**config.mk**
```make
export PLATFORM = sky130hd
export DESIGN_NAME = sync_retry_failover_fsm_unit
export DESIGN_NICKNAME = d
export VERILOG_FILES = /design/src/hw/rtl/srf_pkg.sv /design/src/hw/rtl/srf_mod_unit.sv /design/src/hw/rtl/sync_retry_failover_fsm_unit.sv
export SDC_FILE = /design/constraint.sdc
export NUM_CORES = 1
export LEC_CHECK = 0
export BUFFER_PORTS_ARGS = -buffer_cell sky130_fd_sc_hd__buf_2
export CAP_MARGIN = 40
export CORE_MARGIN = 2
export CORE_UTILIZATION = 38
export CTS_CLUSTER_SIZE = 30
export DETAILED_ROUTE_END_ITERATION = 10
export SYNTH_ARGS = -nofsm -noshare
export SYNTH_HDL_FRONTEND = slang
export SYNTH_SLANG_ARGS = --single-unit
```
**constraint.sdc**
```tcl
create_clock -name clk -period 6.8 [get_ports clk]
set_input_delay 1.36 -clock clk [delete_from_list [all_inputs] [get_ports clk]]
set_output_delay 1.36 -clock clk [all_outputs]
set_load 0.01 [all_outputs]
```
**src/hw/rtl/srf_pkg.sv**
```systemverilog
// Shared types, codes and default sizes for the sync retry failover controller.
package srf_pkg;

  localparam int INDEX_WIDTH_DEFAULT = 8;
  localparam int RETRY_WIDTH_DEFAULT = 8;
  localparam int SEQ_WIDTH_DEFAULT   = 32;

  localparam int MAX_INDEX_RESET = 3;
  localparam int MAX_RETRY_RESET = 3;

  localparam int OPCODE_WIDTH    = 3;
  localparam int CFG_INDEX_WIDTH = 2;

  typedef enum logic [1:0] {
    ST_HALTED   = 2'd0,
    ST_DOWNLOAD = 2'd1,
    ST_FAILED   = 2'd2,
    ST_SYNCED   = 2'd3
  } session_t;

  typedef enum logic [1:0] {
    CTL_IDLE   = 2'd0,
    CTL_DIVIDE = 2'd1,
    CTL_WRITE  = 2'd2
  } ctl_t;

  localparam logic [OPCODE_WIDTH-1:0] OP_HALT     = 3'd0;
  localparam logic [OPCODE_WIDTH-1:0] OP_SYNC     = 3'd1;
  localparam logic [OPCODE_WIDTH-1:0] OP_REPLY    = 3'd2;
  localparam logic [OPCODE_WIDTH-1:0] OP_TIMEOUT  = 3'd3;
  localparam logic [OPCODE_WIDTH-1:0] OP_SET_NEXT = 3'd4;

  localparam logic [1:0] TMR_NONE  = 2'd0;
  localparam logic [1:0] TMR_START = 2'd1;
  localparam logic [1:0] TMR_STOP  = 2'd2;

  localparam logic [1:0] RES_UNEXPECTED = 2'd0;
  localparam logic [1:0] RES_DISCARDED  = 2'd1;
  localparam logic [1:0] RES_ACCEPTED   = 2'd2;
  localparam logic [1:0] RES_NONE       = 2'd3;

  localparam logic REPLY_COMPLETE = 1'b1;

  localparam logic [CFG_INDEX_WIDTH-1:0] CFG_MAX_INDEX = 2'd0;
  localparam logic [CFG_INDEX_WIDTH-1:0] CFG_MAX_RETRY = 2'd1;

endpackage

```
**src/hw/rtl/srf_mod_unit.sv**
```systemverilog
// Bit-serial restoring remainder unit for endpoint index wrapping.
module srf_mod_unit #(
  parameter int INDEX_WIDTH = srf_pkg::INDEX_WIDTH_DEFAULT
) (
  input  logic                   clk,
  input  logic                   rst,
  input  logic                   start,
  input  logic [INDEX_WIDTH:0]   dividend,
  input  logic [INDEX_WIDTH:0]   divisor,
  output logic                   done,
  output logic [INDEX_WIDTH-1:0] remainder
);

  localparam int STEPS = INDEX_WIDTH + 1;
  localparam int CNT_W = $clog2(STEPS);

  logic               busy;
  logic [CNT_W-1:0]   count;
  logic [INDEX_WIDTH:0] dvd;
  logic [INDEX_WIDTH:0] rem;
  logic [INDEX_WIDTH+1:0] trial;
  logic [INDEX_WIDTH:0] rem_next;

  always_comb begin
    trial = {rem, dvd[INDEX_WIDTH]};
    if (trial >= {1'b0, divisor}) begin
      rem_next = INDEX_WIDTH'(trial - {1'b0, divisor}) == '0 ? '0 :
                 (INDEX_WIDTH+1)'(trial - {1'b0, divisor});
    end else begin
      rem_next = (INDEX_WIDTH+1)'(trial);
    end
  end

  always_ff @(posedge clk) begin
    if (rst) begin
      busy  <= 1'b0;
      done  <= 1'b0;
      count <= '0;
    end else begin
      done <= 1'b0;
      if (start) begin
        busy  <= 1'b1;
        count <= '0;
      end else if (busy) begin
        count <= count + 1'b1;
        if (count == CNT_W'(STEPS - 1)) begin
          busy <= 1'b0;
          done <= 1'b1;
        end
      end
    end
  end

  always_ff @(posedge clk) begin
    if (start) begin
      dvd <= dividend;
      rem <= '0;
    end else if (busy) begin
      dvd <= {dvd[INDEX_WIDTH-1:0], 1'b0};
      rem <= rem_next;
    end
  end

  assign remainder = rem[INDEX_WIDTH-1:0];

endmodule

```
**src/hw/rtl/sync_retry_failover_fsm_unit.sv**
```systemverilog
// Top level of the snapshot sync session controller with endpoint failover.
//
// Events arrive as beats on the s_axis channel; each accepted beat yields
// exactly one result beat on m_axis, carrying the session state after the
// event and the endpoint, sync and timer commands it causes.
// Registers max_index and max_retry are written through the cfg channel,
// which is always ready; writes are meant for times when no event is open.
// Events that rotate or reset the next endpoint index (halt from any state
// but halted, sync from failed, a retried timeout, set next index) run a
// shared bit-serial remainder unit in the divide step, before the write step
// that loads the result into the output register; all other events go from
// idle straight to the write step. One event is worked on at a time; the
// input stays not ready until its result sits in the output register.
// A result waiting in the output register does not stop the next beat from
// being accepted; that event's result waits until the receiver takes the
// earlier one. Reset returns the session to halted, both registers to 3,
// the next index to 1 and all counters to zero.
module sync_retry_failover_fsm_unit #(
  parameter int INDEX_WIDTH = srf_pkg::INDEX_WIDTH_DEFAULT,
  parameter int RETRY_WIDTH = srf_pkg::RETRY_WIDTH_DEFAULT,
  parameter int SEQ_WIDTH   = srf_pkg::SEQ_WIDTH_DEFAULT,
  localparam int IN_BITS    = srf_pkg::OPCODE_WIDTH + INDEX_WIDTH + SEQ_WIDTH,
  localparam int IN_DATA_W  = ((IN_BITS + 7) / 8) * 8,
  localparam int OUT_BITS   = 9 + 4 * INDEX_WIDTH + RETRY_WIDTH + SEQ_WIDTH,
  localparam int OUT_DATA_W = ((OUT_BITS + 7) / 8) * 8,
  localparam int CFG_DATA_W = (INDEX_WIDTH > RETRY_WIDTH) ? INDEX_WIDTH : RETRY_WIDTH
) (
  input  logic                                 clk,
  input  logic                                 rst,
  input  logic                                 s_axis_tvalid,
  output logic                                 s_axis_tready,
  // opcode, index_value, reply_seqn
  input  logic [IN_DATA_W-1:0]                 s_axis_tdata,
  // reply_kind
  input  logic [0:0]                           s_axis_tuser,
  output logic                                 m_axis_tvalid,
  input  logic                                 m_axis_tready,
  // machine_state, current_index, upcoming_index, retry_count, seq_number,
  // close_valid, close_index, open_valid, open_index, sync_valid, timer_cmd,
  // reply_result
  output logic [OUT_DATA_W-1:0]                m_axis_tdata,
  input  logic                                 cfg_valid,
  output logic                                 cfg_ready,
  input  logic [srf_pkg::CFG_INDEX_WIDTH-1:0]  cfg_index,
  input  logic [CFG_DATA_W-1:0]                cfg_data
);

  logic [INDEX_WIDTH-1:0] max_index;
  logic [RETRY_WIDTH-1:0] max_retry;

  srf_pkg::session_t      sess;
  logic [INDEX_WIDTH-1:0] active;
  logic [INDEX_WIDTH-1:0] following;
  logic [RETRY_WIDTH-1:0] retries;
  logic [SEQ_WIDTH-1:0]   seq_count;

  logic                   close_v;
  logic [INDEX_WIDTH-1:0] close_i;
  logic                   open_v;
  logic [INDEX_WIDTH-1:0] open_i;
  logic                   sync_v;
  logic [1:0]             timer;
  logic [1:0]             result;

  srf_pkg::session_t      sess_next;
  logic [INDEX_WIDTH-1:0] active_next;
  logic [RETRY_WIDTH-1:0] retries_next;
  logic [SEQ_WIDTH-1:0]   seq_count_next;
  logic                   close_v_next;
  logic [INDEX_WIDTH-1:0] close_i_next;
  logic                   open_v_next;
  logic [INDEX_WIDTH-1:0] open_i_next;
  logic                   sync_v_next;
  logic [1:0]             timer_next;
  logic [1:0]             result_next;
  logic                   wrap_req;
  logic [INDEX_WIDTH:0]   wrap_arg;

  srf_pkg::ctl_t          ctl;
  srf_pkg::ctl_t          ctl_next;
  logic                   accept;
  logic                   mod_start;
  logic                   mod_done;
  logic [INDEX_WIDTH-1:0] mod_rem;
  logic [INDEX_WIDTH:0]   modulus;
  logic                   out_load;

  logic [srf_pkg::OPCODE_WIDTH-1:0] op;
  logic [INDEX_WIDTH-1:0] idx_in;
  logic [SEQ_WIDTH-1:0]   seq_in;
  logic                   kind;
  logic [RETRY_WIDTH:0]   retry_plus;

  assign op     = s_axis_tdata[srf_pkg::OPCODE_WIDTH-1:0];
  assign idx_in = s_axis_tdata[srf_pkg::OPCODE_WIDTH +: INDEX_WIDTH];
  assign seq_in = s_axis_tdata[srf_pkg::OPCODE_WIDTH + INDEX_WIDTH +: SEQ_WIDTH];
  assign kind   = s_axis_tuser[0];

  assign cfg_ready  = 1'b1;
  assign accept     = s_axis_tvalid && s_axis_tready;
  assign modulus    = {1'b0, max_index} + 1'b1;
  assign retry_plus = {1'b0, retries} + 1'b1;

  always_ff @(posedge clk) begin
    if (rst) begin
      max_index <= INDEX_WIDTH'(srf_pkg::MAX_INDEX_RESET);
      max_retry <= RETRY_WIDTH'(srf_pkg::MAX_RETRY_RESET);
    end else if (cfg_valid && cfg_ready) begin
      unique case (cfg_index)
        srf_pkg::CFG_MAX_INDEX: max_index <= cfg_data[INDEX_WIDTH-1:0];
        srf_pkg::CFG_MAX_RETRY: max_retry <= cfg_data[RETRY_WIDTH-1:0];
        default: ;
      endcase
    end
  end

  always_comb begin
    sess_next      = sess;
    active_next    = active;
    retries_next   = retries;
    seq_count_next = seq_count;
    close_v_next   = 1'b0;
    close_i_next   = '0;
    open_v_next    = 1'b0;
    open_i_next    = '0;
    sync_v_next    = 1'b0;
    timer_next     = srf_pkg::TMR_NONE;
    result_next    = srf_pkg::RES_NONE;
    wrap_req       = 1'b0;
    wrap_arg       = '0;
    unique case (op)
      srf_pkg::OP_HALT: begin
        if (sess != srf_pkg::ST_HALTED) begin
          if (sess != srf_pkg::ST_FAILED) begin
            close_v_next = 1'b1;
            close_i_next = active;
          end
          timer_next     = srf_pkg::TMR_STOP;
          seq_count_next = '0;
          retries_next   = '0;
          active_next    = '0;
          sess_next      = srf_pkg::ST_HALTED;
          wrap_req       = 1'b1;
          wrap_arg       = (INDEX_WIDTH+1)'(1);
        end
      end
      srf_pkg::OP_SYNC: begin
        if (sess != srf_pkg::ST_DOWNLOAD) begin
          retries_next = '0;
          if (sess != srf_pkg::ST_SYNCED) begin
            open_v_next = 1'b1;
            open_i_next = active;
            if (sess == srf_pkg::ST_FAILED) begin
              active_next = following;
              open_i_next = following;
              wrap_req    = 1'b1;
              wrap_arg    = {1'b0, following} + 1'b1;
            end
          end
          timer_next     = srf_pkg::TMR_START;
          seq_count_next = seq_count + 1'b1;
          sess_next      = srf_pkg::ST_DOWNLOAD;
          sync_v_next    = 1'b1;
        end
      end
      srf_pkg::OP_REPLY: begin
        if (sess != srf_pkg::ST_DOWNLOAD) begin
          result_next = srf_pkg::RES_UNEXPECTED;
        end else if (idx_in != active || seq_in != seq_count) begin
          result_next = srf_pkg::RES_DISCARDED;
        end else begin
          result_next = srf_pkg::RES_ACCEPTED;
          if (kind == srf_pkg::REPLY_COMPLETE) begin
            timer_next = srf_pkg::TMR_STOP;
            sess_next  = srf_pkg::ST_SYNCED;
          end else begin
            timer_next = srf_pkg::TMR_START;
          end
        end
      end
      srf_pkg::OP_TIMEOUT: begin
        if (sess == srf_pkg::ST_DOWNLOAD) begin
          close_v_next = 1'b1;
          close_i_next = active;
          if (retry_plus > {1'b0, max_retry}) begin
            timer_next = srf_pkg::TMR_STOP;
            sess_next  = srf_pkg::ST_FAILED;
          end else begin
            retries_next   = retry_plus[RETRY_WIDTH-1:0];
            active_next    = following;
            open_v_next    = 1'b1;
            open_i_next    = following;
            timer_next     = srf_pkg::TMR_START;
            seq_count_next = seq_count + 1'b1;
            sync_v_next    = 1'b1;
            wrap_req       = 1'b1;
            wrap_arg       = {1'b0, following} + 1'b1;
          end
        end
      end
      srf_pkg::OP_SET_NEXT: begin
        wrap_req = 1'b1;
        wrap_arg = {1'b0, idx_in};
      end
      default: ;
    endcase
  end

  always_ff @(posedge clk) begin
    if (rst) begin
      ctl <= srf_pkg::CTL_IDLE;
    end else begin
      ctl <= ctl_next;
    end
  end

  always_comb begin
    ctl_next      = ctl;
    s_axis_tready = 1'b0;
    mod_start     = 1'b0;
    out_load      = 1'b0;
    unique case (ctl)
      srf_pkg::CTL_IDLE: begin
        s_axis_tready = 1'b1;
        if (s_axis_tvalid) begin
          mod_start = wrap_req;
          ctl_next  = wrap_req ? srf_pkg::CTL_DIVIDE : srf_pkg::CTL_WRITE;
        end
      end
      srf_pkg::CTL_DIVIDE: begin
        if (mod_done) begin
          ctl_next = srf_pkg::CTL_WRITE;
        end
      end
      srf_pkg::CTL_WRITE: begin
        if (!m_axis_tvalid || m_axis_tready) begin
          out_load = 1'b1;
          ctl_next = srf_pkg::CTL_IDLE;
        end
      end
      default: ctl_next = srf_pkg::CTL_IDLE;
    endcase
  end

  srf_mod_unit #(
    .INDEX_WIDTH (INDEX_WIDTH)
  ) u_mod (
    .clk       (clk),
    .rst       (rst),
    .start     (mod_start),
    .dividend  (wrap_arg),
    .divisor   (modulus),
    .done      (mod_done),
    .remainder (mod_rem)
  );

  always_ff @(posedge clk) begin
    if (rst) begin
      sess      <= srf_pkg::ST_HALTED;
      active    <= '0;
      following <= INDEX_WIDTH'(1);
      retries   <= '0;
      seq_count <= '0;
    end else if (accept) begin
      sess      <= sess_next;
      active    <= active_next;
      retries   <= retries_next;
      seq_count <= seq_count_next;
    end else if (ctl == srf_pkg::CTL_DIVIDE && mod_done) begin
      following <= mod_rem;
    end
  end

  always_ff @(posedge clk) begin
    if (accept) begin
      close_v <= close_v_next;
      close_i <= close_i_next;
      open_v  <= open_v_next;
      open_i  <= open_i_next;
      sync_v  <= sync_v_next;
      timer   <= timer_next;
      result  <= result_next;
    end
  end

  always_ff @(posedge clk) begin
    if (rst) begin
      m_axis_tvalid <= 1'b0;
    end else if (out_load) begin
      m_axis_tvalid <= 1'b1;
    end else if (m_axis_tready) begin
      m_axis_tvalid <= 1'b0;
    end
  end

  always_ff @(posedge clk) begin
    if (out_load) begin
      m_axis_tdata <= OUT_DATA_W'({result, timer, sync_v, open_i, open_v, close_i,
                                   close_v, seq_count, retries, following, active,
                                   sess});
    end
  end

`ifndef SYNTH
  a_done_in_divide: assert property (@(posedge clk) disable iff (rst)
    mod_done |-> ctl == srf_pkg::CTL_DIVIDE)
    else $error("remainder unit finished outside the divide step");

  a_start_when_idle: assert property (@(posedge clk) disable iff (rst)
    mod_start |-> ctl == srf_pkg::CTL_IDLE && s_axis_tvalid)
    else $error("remainder unit started without an accepted event");

  a_wrap_in_range: assert property (@(posedge clk) disable iff (rst)
    ctl == srf_pkg::CTL_DIVIDE && mod_done |=> following <= max_index)
    else $error("wrapped next index is beyond the highest endpoint");

  a_no_overwrite: assert property (@(posedge clk) disable iff (rst)
    out_load |-> !m_axis_tvalid || m_axis_tready)
    else $error("result beat overwritten before it was taken");

  a_busy_after_accept: assert property (@(posedge clk) disable iff (rst)
    accept |=> ctl != srf_pkg::CTL_IDLE)
    else $error("controller returned to idle without writing a result");
`endif

endmodule
```
==> results.py, run 1 <==
metrics = {
    "die": {
        "die_height_microns": 162,
        "rows": 57,
        "die_w_microns": 162,
        "initial_core_util_pct": 38.89,
        "core_area_sq_mm": 0.02439,
        "io_pins": 155,
        "dieArea_sq_mm": 0.02624,
    },
    "setup_path": {
        "cp_slowest_stage_delay_ns": 0.48,
        "path_class": "reg2reg",
        "crit_path_cell_trace": "ha_1, and3_1, and2_1, xor2_1, ha_1, and3_1, or3b_2, o211ai_2, nand3_1, a31oi_2, buf_4, mux2_2",
        "slowest_stage": "or3b_2",
        "worstPathMaxFanout": 22,
        "crit_buf_inv": 1,
        "crit_path_start_kind": "flip-flop",
        "required_ns": 7.06,
        "arrival_ns": 4.06,
        "crit_family": "simple AND/OR/NAND/NOR gates",
        "cp-end-kind": "flip-flop",
    },
    "timing": {
        "finalHoldViolCount": 0,
        "setup_viol": 0,
        "setup_ws_ns": 2.997,
        "clock_skew_ns": 0.01517,
        "fin_crit_sh_pct": 55.93,
        "finalSetupTns_ns": 0,
        "maxSlewViolCount": 0,
        "relSlewSlack_pct": 42.92,
        "rsz0062_at_grt": "false",
        "max_freq_mhz": 263.0,
        "min_period_ns": 3.803,
        "tightest_slew_ns": 0.8550,
    },
    "power": {
        "pwr-share-comb_pct": 16.2,
        "p_total_w": 0.003064,
        "leakage_nw": 4.369,
        "pwr-share-seq_pct": 46.8,
        "p_per_area_mw_per_mm2": 273.2,
        "swShare_pct": 26.57,
        "peakVddDrop_uv": 157.0,
        "power.share.clock_pct": 37.0,
        "p_sw_w": 0.0008142,
        "p_int_w": 0.002250,
    },
    "clock_network": {
        "cts_hold_buffers": 0,
        "cts_tree": "done",
        "insertion_delay_ns": 0.51,
        "numCtsBuffers": 22,
        "htree_levels": 1,
        "cts_sinks": 205,
        "cts_root_buf": "clkbuf_16",
        "cts.repair.resized": 0,
        "cts_max_path_buffers": 3,
        "cts.clk_slew.worst_paths_ns": 0.06,
        "postCtsSetupBuffers": 0,
    },
    "grt": {
        "grt_pass1_wl_mm": 34.68,
        "grt_pass1_vias": 6366,
        "grt_max_degree": 51,
        "antenna_found_initial": 1,
        "track_usage_pct": 16.52,
        "grt_overflow_total": 0,
    },
    "route": {
        "detail-route-antenna-nets": 0,
        "wl_mm": 21.94,
        "route.detailed.wl_per_inst_microns": 16.49,
        "drt-initial-drc-count": 405,
        "first_pass_iters": 5,
        "viasPerCell": 5.140,
        "drc_errors": 0,
        "vias": 6841,
    },
    "yosys": {
        "ys_ff_latch": 205,
        "synthCells": 851,
        "synth_cell_types": 70,
        "synth-edff-count": 113,
        "async_reset_ff_share_pct": 0,
        "synth-seq-area-share_pct": 55.18,
        "yosysWarningCount": 0,
        "syn_area_per_cell_sq_um": 11.15,
        "syn_area_sq_mm": 0.009487,
        "ys.flop_type": "edfxtp_1",
    },
    "placed_design": {
        "gp_congestion": 0.8171,
        "io_buffer_count": 141,
        "hpwl_mm": 15.61,
        "placed_area_sq_mm": 0.01053,
        "place_ws_ns": 2.928,
    },
    "finish": {
        "syn2layout_area_growth_pct": 18.24,
        "layout.nets": 1078,
        "layout-drive-gt1-share_pct": 20.48,
        "final_util_pct": 45.99,
        "design_area_sq_mm": 0.01122,
    },
    "status": {
        "status": "completed",
    },
    "worst_hold_path": {
        "hp-class": "reg2reg",
    },
    "job": {
        "maxCapViolCount": 0,
    },
}
## placed cells by master (no fill, tap or decap), drive strengths merged, types with 19 or more instances in the layout
| cell | Yosys | final |
|---|---|---|
| dfxtp | 92 | 92 |
| buf | 17 | 152 |
| a22o | 23 | 23 |
| clkbuf | 26 | 30 |
| xor2 | 46 | 46 |
| nand2b | 19 | 19 |
| ha | 23 | 23 |
| mux2i | 31 | 31 |
| o21ai | 33 | 33 |
| nand3 | 28 | 28 |
| xnor2 | 20 | 20 |
| inv | 30 | 30 |
| nand4 | 20 | 20 |
| edfxtp | 113 | 113 |
| nor2 | 61 | 61 |
| a21oi | 37 | 37 |
| nand2 | 53 | 53 |
## cells in the mapped netlist, types with 4 or more instances
cell	n	area, sq um
buf_4	8	60.06
clkbuf_1	25	93.84
nand3b_1	4	30.03
inv_1	29	108.9
nor2_1	60	225.2
buf_2	6	30.03
a211o_1	4	35.03
o21ai_0	32	160.2
a31oi_1	4	25.02
a211oi_1	11	82.58
a21oi_1	37	185.2
nand2b_1	19	118.9
nor4_1	15	93.84
xnor2_1	20	175.2
o211ai_1	10	75.07
mux2i_1	31	310.3
or3_1	9	56.30
or4_1	13	97.59
o31ai_1	9	67.56
and3_1	6	37.54
nor3_1	9	45.04
nand2_1	52	195.2
edfxtp_1	113	3393
a22o_1	23	201.4
nand3_1	28	140.1
nand4_1	18	112.6
ha_1	23	287.8
dfxtp_1	92	1842
mux2_2	7	78.83
and2_1	15	93.84
a21o_1	7	52.55
nor2b_1	6	37.54
xor2_1	46	402.9
## power groups by stage
stage,Sequential (W),Clock (W),Combinational [W]
floorplan,0.00146,0,0.000355
global placement,0.00146,0,0.000490
detailed placement,0.00146,0,0.000498
CTS,0.00143,0.00117,0.000500
global route,0.00144,0.00122,0.000557
finish,0.00143,0.00113,0.000496
## state kept, by name, indices dropped and copies added (netlist names), 2 cells and up
register      count
m_axis_tdata     81
retries           8
active            8
seq_count        32
following         8
timer             2
u_mod.count       4
ctl               2
open_i            8
u_mod.dvd         9
max_retry         8
sess              2
close_i           8
result            2
u_mod.rem         9
max_index         8
## worst reg2reg max path, delay by kind of cell (launching register included)
family / cells / cell delay (ns)
AND/OR/NAND/NOR: 5 / 1.33
adder cells (fa/ha/maj): 2 / 0.53
flip-flops: 1 / 0.47
AO/OA/AOI/OAI: 2 / 0.42
multiplexers: 1 / 0.40
buffers and inverters: 1 / 0.31
XOR/XNOR: 1 / 0.09
## worst paths after layout
kind,startpoint,end,slack [ns],depth (start not counted)
worst max-delay path,retries[0],u_mod.dvd[7],3.00,12
worst min-delay path,close_i[6],m_axis_tdata[65],0.42,0
worst max register to register,retries[0],u_mod.dvd[7],3.00,12
worst min register to register,close_i[6],m_axis_tdata[65],0.42,0
## layer usage
| metal | vias up | track usage, % | routed length (microns) |
|---|---|---|---|
| met5 | - | 0 | 0 |
| met2 | 146 | 25.67 | 9963 |
| met1 | 3248 | 23.99 | 10550 |
| met4 | 0 | 4.867 | 447 |
| li1 | 3420 | - | - |
| met3 | 27 | 2.451 | 977 |
## through the flow
stage,instances,hold WS [ns]
2_1_floorplan,857,0.4003
3_3_place_gp,1287,0.4027
3_5_place_dp,1290,0.4045
4_1_cts,1330,0.4190
5_1_grt,1331,0.4278
6_report,1331,0.4174
## kinds of logic (layout without fill, tap and decap cells)
family,after synthesis,in the layout,synth area share [%]
buffers and inverters,73,222,3.297
other,2,9,0.07916
and+or+nand+nor,280,280,16.12
muxes,38,38,4.102
xor gates and xnor gates,66,66,6.093
adders and majority gates,24,24,3.245
AOI/OAI and AO/OA,163,163,11.88
DFF,205,205,55.18
## final cells by class
cell class | instances | area [sq um]
fillers | 2328 | 13170
clock buffers | 30 | 600.6
diodes | 1 | 2.502
repair buffers | 152 | 803.3
clock inverters | 10 | 82.58
inverters | 30 | 112.6
well taps | 324 | 405.4
flip-flops and latches | 205 | 5235
multi-input cells | 579 | 3975
Power figures use the tool's default switching activity.
==> run 2: changes to the inputs <==
==> constraint.sdc (replaced) <==
create_clock -name clk -period 3.33 [get_ports clk]
set_input_delay 0.666 -clock clk [delete_from_list [all_inputs] [get_ports clk]]
set_output_delay 0.666 -clock clk [all_outputs]
set_load 0.01 [all_outputs]
==> run 2 against run 1 <==
Clock-buffer cell count shrank 4. Wire length grew 1.4%. Via count grew 1.1%. Cell count grew 2.0%. Fmax grew 20%. Hold slack lost 0.048 ns. Non-clock buffer count grew 24. Total power grew 110%. Global-route usage grew 0.18 points. Sequential power grew 100%. Flip-flop and latch count is the same. Critical endpoint is now u_mod.dvd[4].
==> results.py, run 2 (synthesized netlist as in run 1, its figures left out) <==
metrics = {
    "power": {
        "leakage_nw": 4.537,
        "peakVddDrop_uv": 313.4,
        "p_int_w": 0.004701,
        "swShare_pct": 26.73,
        "power.share.clock_pct": 38.4,
        "p_total_w": 0.006416,
        "pwr-share-comb_pct": 16.1,
        "p_per_area_mw_per_mm2": 558.3,
        "p_sw_w": 0.001715,
        "pwr-share-seq_pct": 45.6,
    },
    "setup_path": {
        "worstPathMaxFanout": 9,
        "path_class": "reg2reg",
        "r2r-start": "retries[0]",
        "rrSetupSlack_ns": 0.16,
        "arrival_ns": 3.44,
        "required_ns": 3.60,
        "r2r_cells": 12,
        "cp-end-kind": "flip-flop",
        "r2r_end": "u_mod.dvd[4]",
        "crit_path_start_kind": "flip-flop",
    },
    "placed_design": {
        "place_ws_ns": 0.01625,
        "hpwl_mm": 16.19,
        "place_inst": 1313,
        "io_buffer_count": 141,
        "gp_congestion": 0.8460,
    },
    "worst_hold_path": {
        "holdPathEnd": "max_index[0]",
        "hold_depth": 2,
        "worstHoldStart": "cfg_data[0]",
        "hp-class": "in2reg",
    },
    "finish": {
        "layout-drive-gt1-share_pct": 23.16,
        "multi_input_area_sq_mm": 0.004010,
        "syn2layout_area_growth_pct": 21.13,
        "final_common_cell": "buf_2",
        "n_fill_cell": 2316,
        "largest_register_ffs": 81,
        "final_cell_mix": "141 x buf_2, 113 x edfxtp_1, 92 x dfxtp_1",
        "instances_no_fill": 1357,
        "regArea_sq_mm": 0.005235,
        "reg.largest.list": "m_axis_tdata (81), seq_count (32)",
        "layout.nets": 1103,
        "regMostFlops": "m_axis_tdata",
    },
    "route": {
        "drc_errors": 0,
        "drt-initial-drc-count": 473,
        "first_pass_iters": 5,
        "viasPerCell": 5.097,
        "vias": 6917,
        "detail-route-antenna-nets": 0,
        "route.detailed.wl_per_inst_microns": 16.40,
        "wl_mm": 22.25,
    },
    "timing": {
        "min_period_ns": 3.175,
        "max_freq_mhz": 315.0,
        "holdWs_ns": 0.3694,
        "finalSetupTns_ns": 0,
        "fin_crit_sh_pct": 95.34,
        "rsz0062_at_grt": "false",
        "maxSlewViolCount": 0,
        "relSlewSlack_pct": 50.00,
        "setup_viol": 0,
        "clock_skew_ns": 0.01291,
        "setup_ws_ns": 0.1552,
        "finalHoldViolCount": 0,
        "tightest_slew_ns": 0.7500,
    },
    "clock_network": {
        "cts_root_buf": "clkbuf_16",
        "cts.clk_slew.worst_paths_ns": 0.06,
        "cts_max_path_buffers": 3,
        "htree_levels": 1,
        "numCtsBuffers": 23,
        "cts_tree": "done",
        "cts_sinks": 205,
        "insertion_delay_ns": 0.52,
    },
    "grt": {
        "antenna_found_initial": 1,
        "grt_pass1_wl_mm": 35.25,
        "track_usage_pct": 16.71,
        "grt_overflow_total": 0,
        "grt_max_degree": 40,
        "grt_pass1_vias": 6600,
    },
    "die": {
        "core_area_sq_mm": 0.02439,
        "initial_core_util_pct": 38.89,
        "io_pins": 155,
        "die_w_microns": 162,
        "rows": 57,
        "dieArea_sq_mm": 0.02624,
        "die_height_microns": 162,
    },
    "status": {
        "status": "completed",
    },
    "job": {
        "maxCapViolCount": 0,
    },
}
==> run 2: changes by cell type in the layout (fill, tap and decap cells not counted), moves of 2 or more <==
cell and delta:
clkbuf_8 -2, buf_6 +2, buf_2 -2, clkinv_2 +5, clkbuf_1 -3, buf_4 +24
==> run 2: per-layer routing <==
layer	GRT usage, %	up-vias	part of all wire [%]
met1	23.82	3233	47
met3	2.962	34	5.4
met4	4.907	0	2.8
met5	0	-	0
li1	-	3462	-
met2	26.09	188	45
==> run 2: how the worst max path moves through the flow <==
stage          startpoint  slack [ns]            to
2_1_floorplan  retries[0]        0.01  u_mod.dvd[3]
3_3_place_gp   retries[0]        0.04  u_mod.dvd[7]
3_5_place_dp   retries[0]        0.02  u_mod.dvd[4]
4_1_cts        retries[0]        0.04  u_mod.dvd[4]
5_1_grt        retries[0]        0.01  u_mod.dvd[4]
6_report       retries[0]        0.16  u_mod.dvd[4]
==> run 2: power by group through the flow <==
stage	Clock (W)	Combinational, W	Sequential (W)
6_report	0.00246	0.00103	0.00292
5_1_grt	0.00262	0.00116	0.00294
4_1_cts	0.00253	0.00104	0.00292
3_5_place_dp	0	0.00103	0.00298
3_3_place_gp	0	0.00102	0.00297
2_1_floorplan	0	0.000726	0.00298
==> run 2: layout make-up <==
class,count,area share (%)
clock buffers,26,5.107
well taps,324,3.528
multi-input cells,579,34.90
diodes,1,0.02178
inverters,30,0.9800
flip-flops and latches,205,45.56
repair buffers,176,8.602
clock inverters,16,1.307
==> run 2: through the flow <==
stage	area [sq um]	util (%)
3_5_place_dp	10710	43.89
4_1_cts	11450	46.93
6_report	11490	47.11
3_3_place_gp	10710	43.89
2_1_floorplan	9529	-
5_1_grt	11490	47.10
==> run 2: what timing repair did <==
action | CTS | global route
gates cloned | 0 | 0
setup endpoints to repair | 1 | 37
resized for setup | 1 | 6
pin swaps | 0 | 1
setup buffers | 0 | 1
hold endpoints to repair | 0 | 0
hold buffers | 0 | 0
==> run 2: worst max-delay path, stage by stage, from the launching register on <==
cell and delay, ns:
dfxtp_1 0.31, ha_1 0.21, and3_1 0.19, and2_1 0.17, xor2_1 0.15, ha_1 0.29, and3_1 0.16, or3b_4 0.40
o211ai_4 0.16, nand3_2 0.15, a31oi_2 0.21, buf_6 0.17, mux2_2 0.34
==> run 3: changes to the inputs <==
--- a/config.mk
+++ b/config.mk
@@ -5,6 +5,7 @@
 export SDC_FILE = /design/constraint.sdc
 export NUM_CORES = 1
 export LEC_CHECK = 0
+export ABC_AREA = 1
 export BUFFER_PORTS_ARGS = -buffer_cell sky130_fd_sc_hd__buf_2
 export CAP_MARGIN = 40
 export CORE_MARGIN = 2
==> run 3 against run 2 <==
Combinational power grew 19%. Final area is 6.4% higher. First-iteration DRC count rose by 21%. Fmax up 5.6%. Clock-buffer cell count increased by 4. Synthesized area is 9.9% higher. Total power increased by 5.1%. Sequential share of layout area fell by 2.7 points. Die area rose by 9.6%. Via count up 24%. Hold slack improved by 0.0030 ns. Critical path type unchanged. Largest power group unchanged. Highest routed layer is now met5.
==> results.py, run 3 <==
metrics = {
    "clock_network": {
        "cts.repair.resized": 0,
        "cts_hold_buffers": 0,
        "cts.clk_slew.worst_paths_ns": 0.06,
        "cts_root_buf": "clkbuf_16",
        "cts_sinks": 205,
        "insertion_delay_ns": 0.51,
        "htree_levels": 1,
        "cts_max_path_buffers": 3,
        "cts_tree": "done",
        "postCtsSetupBuffers": 0,
        "numCtsBuffers": 23,
    },
    "die": {
        "initial_core_util_pct": 38.67,
        "dieArea_sq_mm": 0.02877,
        "die_w_microns": 169.6,
        "core_area_sq_mm": 0.02695,
        "rows": 60,
        "io_pins": 155,
        "die_height_microns": 169.6,
    },
    "finish": {
        "layout.nets": 1472,
        "reg.largest.list": "m_axis_tdata (81), seq_count (32)",
        "final_cell_mix": "319 x nand2_1, 154 x nor2_1, 141 x buf_2",
        "regMostFlops": "m_axis_tdata",
        "largest_register_ffs": 81,
        "final_common_cell": "nand2_1",
        "regArea_sq_mm": 0.005235,
        "syn2layout_area_growth_pct": 17.31,
        "n_fill_cell": 2628,
        "multi_input_area_sq_mm": 0.004517,
        "design_area_sq_mm": 0.01223,
        "layout-drive-gt1-share_pct": 15.49,
    },
    "grt": {
        "track_usage_pct": 18.21,
        "antenna_found_initial": 2,
        "grt_overflow_total": 0,
        "grt_max_degree": 51,
        "grt_pass1_wl_mm": 41.84,
        "grt_pass1_vias": 7799,
    },
    "route": {
        "route.detailed.wl_per_inst_microns": 15.12,
        "viasPerCell": 4.923,
        "vias": 8581,
        "detail-route-antenna-nets": 0,
        "drt-initial-drc-count": 570,
        "wl_mm": 26.36,
        "first_pass_iters": 5,
        "drc_errors": 0,
    },
    "yosys": {
        "synthCells": 1249,
        "syn_area_sq_mm": 0.01042,
        "synth-seq-area-share_pct": 50.23,
        "yosys-top-cells-area": "edfxtp_1 33%, dfxtp_1 18%, nand2_1 12%, nor2_1 5.6%, xnor2_1 4.2%",
        "yosys-top-cells-count": "320 x nand2_1, 155 x nor2_1, 113 x edfxtp_1, 111 x inv_1, 92 x dfxtp_1",
        "yosysMostFrequentCell": "nand2_1",
        "yosysWarningCount": 0,
        "syn_area_per_cell_sq_um": 8.345,
        "netlist.area_leader.share_pct": 32.56,
        "async_reset_ff_share_pct": 0,
        "synth-edff-count": 113,
        "ys.flop_type": "edfxtp_1",
        "ys_ff_latch": 205,
        "synth_cell_types": 45,
        "yosysTopAreaCell": "edfxtp_1",
    },
    "timing": {
        "clock_skew_ns": 0.009967,
        "maxSlewViolCount": 0,
        "setup_viol": 0,
        "fin_crit_sh_pct": 90.28,
        "relSlewSlack_pct": 60.93,
        "max_freq_mhz": 332.6,
        "finalSetupTns_ns": 0,
        "rsz0062_at_grt": "false",
        "finalHoldViolCount": 0,
        "tightest_slew_ns": 0.5861,
        "min_period_ns": 3.006,
    },
    "setup_path": {
        "cp-end-kind": "flip-flop",
        "path_common_cell": "nand2_1",
        "r2r_cells": 17,
        "required_ns": 3.59,
        "r2r-start": "retries[0]",
        "cp_slowest_stage_delay_ns": 0.40,
        "crit_path_start_kind": "flip-flop",
        "crit_end": "u_mod.dvd[3]",
        "crit_path_cell_trace": "inv_1, nor3_1, nand3_1, xor2_1, inv_1, ha_1, and3_1, nand2_1, nand2_1, nand2_1, nand3_2, buf_4, nand2_1, nand3_1, nand2_1, nand2_1, nand2_1",
        "crit_start": "retries[0]",
        "worstPathMaxFanout": 11,
        "rrSetupSlack_ns": 0.32,
        "path_class": "reg2reg",
        "arrival_ns": 3.27,
        "r2r_end": "u_mod.dvd[3]",
        "slowest_stage": "dfxtp_1",
    },
    "worst_hold_path": {
        "hp-class": "in2reg",
    },
    "power": {
        "leakage_nw": 4.738,
        "peakVddDrop_uv": 322.6,
        "p_per_area_mw_per_mm2": 551.3,
        "p_total_w": 0.006741,
    },
    "placed_design": {
        "placed_area_sq_mm": 0.01146,
        "io_buffer_count": 141,
        "hpwl_mm": 19.19,
        "gp_congestion": 0.9168,
    },
    "status": {
        "status": "completed",
    },
    "job": {
        "maxCapViolCount": 0,
    },
}
run 3: per-stage QoR:
stage,std cells,hold slack (ns),worst slack [ns],utilization [%]
2_1_floorplan,1255,0.4003,0.05347,-
3_3_place_gp,1699,0.4011,0.2792,42.41
3_5_place_dp,1700,0.4066,0.2582,42.52
4_1_cts,1742,0.3619,0.2215,45.32
5_1_grt,1743,0.3705,0.05075,45.37
6_report,1743,0.3724,0.3238,45.37
run 3: layout make-up:
cell class	instances	area share, %
Antenna cell	1	0.02047
Clock buffer	30	5.004
Clock inverter	12	1.167
Inverter	116	3.561
Multi-Input combinational cell	883	36.94
Sequential cell	205	42.82
Tap cell	341	3.490
Timing Repair Buffer	155	7.000
run 3: where the power goes:
group | internal, W | leakage (nW) | switching (W)
Combinational | 0.000422 | 2.54 | 0.000812
Sequential | 0.00287 | 1.82 | 0.000109
Clock | 0.00153 | 0.370 | 0.000998
Total | 0.00482 | 4.74 | 0.00192
run 3: critical path: cells and delay by family (launching register included):
kind | cells | cell delay (ns)
AND/OR/NAND/NOR | 12 | 1.50
flip-flops | 1 | 0.40
buffers and inverters | 3 | 0.36
adder cells (fa/ha/maj) | 1 | 0.33
XOR/XNOR | 1 | 0.14
run 3: logic make-up (layout without fill, tap and decap cells):
group / Yosys count / in the layout / share of synthesized area (%)
compound gates: 160 / 160 / 8.451
xor+xnor: 70 / 70 / 5.882
fa+ha+maj: 24 / 24 / 2.953
buf+inv: 167 / 313 / 6.831
flops: 205 / 205 / 50.23
other cells: 2 / 9 / 0.07206
simple gates: 621 / 621 / 25.58
run 3: how the worst min path moves through the flow:
stage / startpoint / slack [ns] / end / depth (start not counted)
after floorplan: close_v / 0.40 / m_axis_tdata[58] / 0
after global placement: open_i[0] / 0.40 / m_axis_tdata[68] / 0
after detailed placement: close_i[0] / 0.41 / m_axis_tdata[59] / 0
after CTS: cfg_data[1] / 0.36 / max_index[1] / 3
after global routing: cfg_data[1] / 0.37 / max_index[1] / 3
final: cfg_data[1] / 0.37 / max_index[1] / 3
run 3: per-layer routing:
metal / GRT usage, % / share of wire [%] / up-vias
met3: 2.799 / 5.3 / 53
li1: - / - / 4409
met2: 27.76 / 42 / 247
met5: 0 / 0.042 / -
met4: 7.358 / 3.7 / 2
met1: 25.92 / 49 / 3870
